===== config.mk =====
export PLATFORM = sky130hd
export DESIGN_NAME = llc_cordic_cell
export DESIGN_NICKNAME = d
export VERILOG_FILES = /design/src/sv/llc_pkg.sv /design/src/sv/llc_cordic_cell.sv
export SDC_FILE = /design/constraint.sdc
export NUM_CORES = 1
export LEC_CHECK = 0
export BUFFER_PORTS_ARGS = -buffer_cell sky130_fd_sc_hd__clkbuf_2
export CORE_MARGIN = 3
export CORE_UTILIZATION = 40
export DETAILED_ROUTE_END_ITERATION = 8
export PLACE_DENSITY_LB_ADDON = 0.3
export SLEW_MARGIN = 20
export SYNTH_ARGS = -nofsm -noshare
export SYNTH_HDL_FRONTEND = slang
export SYNTH_SLANG_ARGS = --single-unit

===== constraint.sdc =====
create_clock -name clk -period 15.4 [get_ports clk]
set_input_delay 1.54 -clock clk [delete_from_list [all_inputs] [get_ports clk]]
set_output_delay 1.54 -clock clk [all_outputs]
set_load 0.02 [all_outputs]

===== src/sv/llc_pkg.sv =====
`timescale 1ns / 1ps
package llc_pkg;

	localparam int CORDIC_STAGES = 28;
	localparam int TAB_LEN       = 41;
	localparam int NCELL         = (CORDIC_STAGES < TAB_LEN) ? CORDIC_STAGES : TAB_LEN;

	// datapath widths
	localparam int ANG_W = 31;   // wrapped angle, degrees q.20
	localparam int CW    = 44;   // cordic x, y, z in q.40
	localparam int IDX_W = 6;

	localparam logic signed [ANG_W-1:0] DEG360 = 31'sd377487360;
	localparam logic signed [ANG_W-1:0] DEG180 = 31'sd188743680;
	localparam logic signed [ANG_W-1:0] DEG90  = 31'sd94371840;

	localparam logic [36:0] RAD_PER_DEG = 37'd76760392275;
	localparam logic signed [CW-1:0] QUARTER_PI  = 44'sd863554413089;
	localparam logic signed [CW-1:0] CORDIC_GAIN = 44'sd667681663043;

	// register indexes
	localparam logic REG_EARTH_RADIUS = 1'b0;
	localparam logic REG_GLOBE_SCALE  = 1'b1;

	localparam logic [39:0] EARTH_RADIUS_RST = 40'd6523904000;
	localparam logic [31:0] GLOBE_SCALE_RST  = 32'd6553600;

	// atan(2^-i) in q.40, alternating series summed in q.62
	function automatic logic signed [CW-1:0] atan_entry(input int i);
		logic [63:0] sum;
		logic [63:0] term;
		int k;
		int e;
		sum = 64'd0;
		if (i == 0) begin
			return QUARTER_PI;
		end
		for (k = 0; i * (2 * k + 1) <= 62; k++) begin
			e = 62 - i * (2 * k + 1);
			term = (64'd1 << e) / 64'(2 * k + 1);
			if (k % 2 == 1) begin
				sum = sum - term;
			end else begin
				sum = sum + term;
			end
		end
		return CW'((sum + (64'd1 << 21)) >> 22);
	endfunction

endpackage


===== src/sv/llc_cordic_cell.sv =====
`timescale 1ns / 1ps
module llc_cordic_cell
	import llc_pkg::*;
(
	input  logic                 clk,
	input  logic                 en,
	input  logic [IDX_W-1:0]     idx,
	input  logic signed [CW-1:0] atan,
	input  logic signed [CW-1:0] x_in,
	input  logic signed [CW-1:0] y_in,
	input  logic signed [CW-1:0] z_in,
	output logic signed [CW-1:0] x_q,
	output logic signed [CW-1:0] y_q,
	output logic signed [CW-1:0] z_q
);

	logic signed [CW-1:0] dx;
	logic signed [CW-1:0] dy;

	// arithmetic shift rounds toward minus infinity
	assign dx = y_in >>> idx;
	assign dy = x_in >>> idx;

	always_ff @(posedge clk) begin
		if (en) begin
			if (!z_in[CW-1]) begin
				x_q <= x_in - dx;
				y_q <= y_in + dy;
				z_q <= z_in - atan;
			end else begin
				x_q <= x_in + dx;
				y_q <= y_in - dy;
				z_q <= z_in + atan;
			end
		end
	end

endmodule


# ---- After elaboration in Yosys (flattened, before gate mapping)
# Cells that the tools add are included.
dict set report word_totals {
  inputBits 184
  ff_bits 132
  output_inout_bits 132
}
dict set report classes {
  n_shift 2
  n_mux 3
  add_sub_neg 6
}
# operator n
set ops {}
lappend ops {{$add A44 B44 Y44} 3}
lappend ops {{$mux W44} 3}
lappend ops {{$sub A44 B44 Y44} 3}
lappend ops {{$sshr A44 B6 Y44} 2}

# ---- Longest topological paths before layout
# Gate-level depths: netlist of the first run.
dict set report logic_depth {
  word_depth 3
  ltp_mapped 29
  depth_no_buf 23
}

# ---- Least setup slack after synthesis of the first run
# OpenSTA, ideal clock, no wires.
dict set report synth_timing {
  path_kind {input-to-reg}
  from {input port idx[1]}
  to {register y_q[39] (data pin)}
  path_slack_ns 8.214
  n_path_buf 5
  setup_time_ns 0.262
  path_stages 27
  arrival_time_ns 6.924
  cell_sequence {clkbuf_2 -> buf_6 -> buf_6 -> buf_4 -> buf_2 -> mux4_2 -> a21oi_1 -> a31oi_1 -> a211oi_1 -> ha_1 -> nand3_1 -> or3_1 -> inv_1 -> nor2_1 -> xor2_1 -> ha_1 -> a2111oi_0 -> o21ai_0 -> o311a_1 -> a2bb2oi_1 -> a21boi_0 -> o21bai_1 -> o41ai_1 -> a21oi_1 -> a21boi_0 -> o21bai_1 -> xor2_1}
}
dict set report synth_via {
  elab_chain_cells 3
  elab_cells_between_ends 4
  cone_classes {add/sub (2); shift (1); mux (1)}
}
# item line
set synth_rtl {}
lappend synth_rtl {{start, declared} llc_cordic_cell.sv:7} ;# input logic [IDX_W-1:0] idx,
lappend synth_rtl {{$sshr A44 B6 Y44 *} llc_cordic_cell.sv:22} ;# assign dy = x_in >>> idx;
lappend synth_rtl {{$add A44 B44 Y44 / $sub A44 B44 Y44 (equally long branches)} {llc_cordic_cell.sv:28, llc_cordic_cell.sv:32}}
lappend synth_rtl {{$mux W44 *} llc_cordic_cell.sv:26} ;# if (!z_in[CW-1]) begin
lappend synth_rtl {{end signal, assigned} llc_cordic_cell.sv:28} ;# y_q <= y_in + dy;
lappend synth_rtl {{end signal, assigned} llc_cordic_cell.sv:32} ;# y_q <= y_in - dy;
lappend synth_rtl {{end, declared} llc_cordic_cell.sv:13} ;# output logic signed [CW-1:0] y_q,
# Mark *: on every way between the ends. The rest lies on a longest branch, timed or not.
# A chain may end at the register's enable or synchronous reset.

# ---- Worst setup path in the final report of the first run
# Ends and elaborated chain as after synthesis.

==> results of run 1 <==
[layout make-up]
type	instances	area [um2]	share of cell area [%]
multi-input combinational	2028	15900	68.2
sequential	132	3960	17.0
timing repair buffer	341	1800	7.72
tap	672	841	3.61
clock buffer	17	425	1.83
inverter	54	203	0.871
clock inverter	15	173	0.742
[synth_stat cells (23+ instances only)]
| cell type | count | area (um2) |
|---|---|---|
| clkbuf_1 | 64 | 240 |
| mux2i_1 | 120 | 1200 |
| nand2_1 | 154 | 578 |
| and3_1 | 27 | 169 |
| o22ai_1 | 25 | 156 |
| a211oi_1 | 27 | 203 |
| o21ai_0 | 90 | 450 |
| o21a_1 | 28 | 210 |
| buf_2 | 25 | 125 |
| mux4_2 | 103 | 2320 |
| nand2b_1 | 27 | 169 |
| o21bai_1 | 23 | 173 |
| nor3_1 | 35 | 175 |
| o211ai_1 | 24 | 180 |
| a21o_1 | 77 | 578 |
| edfxtp_1 | 132 | 3960 |
| nor2b_1 | 30 | 188 |
| xor2_1 | 118 | 1030 |
| and2_1 | 32 | 200 |
| nand3_1 | 50 | 250 |
| mux2_2 | 38 | 428 |
| ha_1 | 142 | 1780 |
| a31oi_1 | 50 | 313 |
| a21oi_1 | 220 | 1100 |
| nor2_1 | 220 | 826 |
| xnor2_1 | 117 | 1020 |
| inv_1 | 53 | 199 |
[final timing paths]
check / endpoint / slack (ns) / cells past startpoint
max: y_q[39] / 6.21 / 24
min: z_q[0] / 1.35 / 2
[metrics by stage]
| stage | cell area [um2] | utilization, % | hold slack, ns | total power [uW] | std cells |
|---|---|---|---|---|---|
| global placement | 22700 | 44.7 | 1.83 | 1780 | 3227 |
| floorplan | 20700 | - | 1.65 | 1410 | 2345 |
| detailed placement | 22700 | 44.7 | 1.84 | 1790 | 3227 |
| CTS | 23300 | 45.9 | 1.30 | 2240 | 3259 |
| finish | 23300 | 45.9 | 1.35 | 2230 | 3259 |
| global route | 23300 | 45.9 | 1.34 | 2370 | 3259 |
[placed cells by master, fill, tap and decap left out, types with 27 or more instances in the layout]
cell      instances
mux4_2          103
xnor2_1         117
a211oi_1         27
mux2_2           38
clkbuf_2        309
xor2_1          118
o21a_1           28
buf_4            30
mux2i_1         120
nor2b_1          29
nor2_1          219
o21ai_0          90
nand2_1         154
ha_1            142
and3_1           27
nand3_1          50
a31oi_1          50
nor3_1           34
inv_1            52
edfxtp_1        132
and2_1           32
a21o_1           77
a21oi_1         220
nand2b_1         27
[kinds of logic after synthesis]
logic type	Yosys count	synth area share, %
AO/OA/AOI/OAI	717	22.8
AND/OR/NAND/NOR	668	15.7
multiplexers	263	19.2
XOR/XNOR	235	9.94
buffers and inverters	185	4.31
adder cells (fa/ha/maj)	145	8.87
flip-flops	132	19.1
[state kept, by name, indices dropped and copies added, names as in the netlist]
| signal | cells |
|---|---|
| x_q | 44 |
| z_q | 44 |
| y_q | 44 |
[where the power goes]
part	total, uW	leakage, uW	switching (uW)	internal [uW]
Sequential	560	0.00129	28.0	532
Clock	434	0.000277	192	242
Combinational	1240	0.00823	768	469
[layer usage]
layer | part of all wire [%] | GRT usage, % | vias up
met5 | 0 | 0 | -
met4 | 5.2 | 14.7 | 0
met3 | 8.3 | 6.06 | 184
met2 | 47 | 49.1 | 1079
met1 | 40 | 37.1 | 10133
li1 | - | - | 9471
==> impl_metrics.py, run 1 <==
metrics = {
    "critical_path": {
        "cp.arrival_ns": 9.43,
        "required_ns": 15.64,
        "crit_slowest_cell": "buf_4",
        "cp_cell_sequence": "clkbuf_8, buf_4, mux4_2, mux2_2, nand2_1, o21ai_1, a221oi_1, nand3_1, or3_1, inv_1, nor2_1, xor2_1, ha_1, a2111oi_0, o21ai_0, o311a_1, a2bb2oi_1, a21boi_0, o21bai_1, o41ai_1, a21oi_1, a21boi_0, o21bai_1, xor2_1",
        "path_class": "input port to register",
        "cp_slowest_stage_delay_ns": 0.89,
        "startpoint": "idx[1]",
        "cp-end-kind": "register",
        "crit_fanout": 108,
        "path_buf_inv": 3,
        "start_kind": "input port",
        "crit_family": "compound AO/OA/AOI/OAI gates",
    },
    "final_layout": {
        "fillers": 4893,
        "fin_nets": 2903,
        "layout-drive-gt1-share_pct": 21.3,
        "num_antenna_cells": 0,
        "areaGrowthSynthToFinish_pct": 12.4,
    },
    "place": {
        "gp_congestion": 1.01,
        "dp_hpwl_um": 64900,
        "dp_slack_ns": 5.85,
        "io_buffers": 315,
    },
    "pwr": {
        "p_per_area_nw_per_um2": 95.9,
        "power.leakage_uw": 0.00980,
        "irDropWorstVdd_mv": 0.0627,
    },
    "cts": {
        "clockRootBuffer": "clkbuf_16",
        "cts_resized": 0,
        "ctsLongestPathBuffers": 2,
        "cts_hold_buf": 0,
        "clkTransAtPathRegs_ns": 0.07,
        "htreeDepth": 4,
        "cts_tree": "done",
        "cts_buffers": 17,
        "postCtsSetupRepairBufs": 0,
        "clock_sinks": 132,
    },
    "global_route": {
        "overflow": 0,
        "grt_pass1_vias": 19984,
        "grt_pass1_wl_um": 123000,
        "grtUsageTotal_pct": 29.8,
        "antenna_found_initial": 0,
        "grt_max_degree": 109,
    },
    "synthesis": {
        "async_flop_share_pct": 0,
        "synth_nets": 2674,
        "ys_ff_latch": 132,
        "synth_cell_types": 91,
        "syn-cell-area_um2": 20700,
        "synth_edf_count": 132,
        "synth-main-ff-cell": "edfxtp_1",
        "syn-instance-count": 2345,
        "synth-seq-area-share_pct": 19.1,
        "yosysWarnings": 0,
        "syn_area_per_cell_um2": 8.83,
    },
    "routing": {
        "vias": 20867,
        "routed_wl_um": 83300,
        "vias_per_cell": 6.40,
        "drcViolationCount": 0,
        "wl_per_cell_um": 25.5,
        "final_antenna_net_count": 0,
        "first_pass_iters": 9,
        "initialDrtViolationCount": 2349,
    },
    "timing": {
        "setup_viol": 0,
        "worst_slew_pin_slew_ns": 1.16,
        "fin_crit_sh_pct": 59.7,
        "rsz0062_at_grt": "no",
        "fin_ws_ns": 6.21,
        "fmax_ghz": 0.109,
        "finalCriticalPeriod_ns": 9.19,
        "max_slew_margin_pct": 22.2,
        "final_hold_viol_count": 0,
        "tns_ns": 0,
        "slew_viol_final": 0,
    },
    "die": {
        "dieArea_um2": 54500,
        "io_pins": 316,
        "coreArea_um2": 50700,
        "die_y_um": 234,
        "die_w_um": 234,
        "placementRows": 82,
        "initial_core_util_pct": 40.8,
    },
    "worst_hold_path": {
        "hold_path_class": "input port to register",
        "hold_path_startpoint": "z_in[0]",
    },
    "flow_run": {
        "cap_violations": 0,
    },
    "outcome": {
        "status": "complete, no violations",
    },
}
Power figures use the tool's default switching activity.
==> run 2: changes to the inputs <==
Clock period 15.4 ns to 8.8 ns, I/O delays scaled along.
==> run 2 against run 1 <==
  * Flip-flop and latch count did not move
  * Sequential share of layout area fell by 0.17 points
  * Design area rose by 0.99%
  * Global-route usage rose by 0.73 points
  * Hold slack got worse by 0.66 ns
  * Power rose by 74%
  * Clock power rose by 62%
  * Non-clock buffer count rose by 35
  * First-iteration DRC count fell by 1.1%
==> impl_metrics.py, run 2 (synthesis results as in run 1) <==
metrics = {
    "outcome": {
        "status": "complete, no violations",
    },
    "cts": {
        "clkTransAtPathRegs_ns": 0.07,
        "cts_resized": 0,
        "postCtsSetupRepairBufs": 0,
        "clock_sinks": 132,
        "cts_hold_buf": 0,
        "cts_buffers": 17,
        "htreeDepth": 4,
        "cts_tree": "done",
        "ctsLongestPathBuffers": 2,
        "clockRootBuffer": "clkbuf_16",
    },
    "global_route": {
        "grt-busiest-layer": "met2",
        "gr-usage-met3_pct": 6.35,
        "grt_pass1_vias": 20323,
        "grtUsageTotal_pct": 30.5,
        "grt_max_degree": 73,
        "antenna_found_initial": 3,
        "overflow": 0,
        "grt_pass1_wl_um": 126000,
        "grt_use_met1_pct": 38.1,
        "use_met2_pct": 49.6,
    },
    "die": {
        "placementRows": 82,
        "initial_core_util_pct": 40.8,
        "coreArea_um2": 50700,
        "io_pins": 316,
        "die_y_um": 234,
        "die_w_um": 234,
        "dieArea_um2": 54500,
    },
    "place": {
        "dp_hpwl_um": 67000,
        "gp_congestion": 1.09,
        "place_area_um2": 23000,
        "io_buffers": 315,
    },
    "pwr": {
        "seqPwrFrac_pct": 25.2,
        "pwr-share-clk_pct": 18.1,
        "p_per_area_nw_per_um2": 165,
        "power.leakage_uw": 0.00996,
        "p_sw_uw": 1730,
        "p_int_uw": 2150,
        "power.total_uw": 3880,
        "irDropWorstVdd_mv": 0.111,
        "switching_share_pct": 44.5,
        "pwr-share-comb_pct": 56.7,
    },
    "timing": {
        "slew_viol_final": 0,
        "max_slew_margin_pct": 24.6,
        "fin_crit_sh_pct": 89.7,
        "final_hold_viol_count": 0,
        "finalCriticalPeriod_ns": 7.90,
        "fmax_ghz": 0.127,
        "tns_ns": 0,
        "holdWs_ns": 0.686,
        "worst_slew_pin_slew_ns": 1.12,
        "rsz0062_at_grt": "no",
        "setup_viol": 0,
    },
    "final_layout": {
        "mostFrequentLayoutCell": "clkbuf_2",
        "num_antenna_cells": 0,
        "fillers": 4944,
        "multi_input_area_um2": 15900,
        "final_cell_area_um2": 23500,
        "final_util_pct": 46.4,
        "fin_nets": 2938,
        "largest_registers": "x_q (44), y_q (44), z_q (44)",
        "areaGrowthSynthToFinish_pct": 13.5,
        "seq_area_um2": 3960,
        "layout-drive-gt1-share_pct": 22.3,
        "final_cell_mix": "clkbuf_2 (309), a21oi_1 (220), nor2_1 (219), nand2_1 (154), ha_1 (142)",
    },
    "routing": {
        "vias": 21166,
        "wl_per_cell_um": 25.8,
        "routed_wl_um": 85100,
        "drcViolationCount": 0,
        "final_antenna_net_count": 0,
        "first_pass_iters": 6,
        "vias_per_cell": 6.43,
        "initialDrtViolationCount": 2322,
    },
    "critical_path": {
        "cp-end-kind": "register",
        "path_class": "input port to register",
        "required_ns": 9.01,
        "cp.arrival_ns": 8.11,
        "cp_common_cell": "buf_4",
        "crit_slowest_cell": "a211oi_1",
        "cp_num_cells": 25,
        "crit_fanout": 44,
        "cp_slowest_stage_delay_ns": 0.68,
        "path_buf_inv": 5,
        "crit_family": "compound AO/OA/AOI/OAI gates",
        "start_kind": "input port",
    },
    "worst_hold_path": {
        "hold_depth": 2,
        "hold_path_class": "input port to register",
    },
    "flow_run": {
        "cap_violations": 0,
    },
}
==> run 2: stage by stage <==
stage	setup WS, ns	instances
2_1_floorplan	2.27	2345
3_3_place_gp	0.690	3262
3_5_place_dp	0.606	3262
4_1_cts	1.09	3294
5_1_grt	0.540	3294
6_report	0.904	3294
==> run 2: per-layer routing <==
metal / up-vias / part of all wire, %
li1: 9522 / -
met1: 10249 / 39
met2: 1154 / 46
met3: 237 / 8.6
met4: 4 / 5.7
met5: - / 0.025
==> run 2: power groups by stage <==
stage	Clock, uW	Combinational [uW]	Sequential [uW]
after floorplan	0	1270	1200
final	701	2200	980
after CTS	729	2180	983
after detailed placement	0	2160	994
after global placement	0	2150	988
after global routing	747	2380	996
==> run 2: cell type report <==
class	instances	share of cell area (%)
clock inverter	14	0.479
inverter	54	0.862
sequential	132	16.9
multi-input combinational	2028	67.5
clock buffer	18	1.83
tap	672	3.58
timing repair buffer	376	8.87
==> run 2: worst paths after layout <==
path,start,end,slack (ns)
max,idx[3],y_q[41],0.90
min,z_in[0],z_q[0],0.69
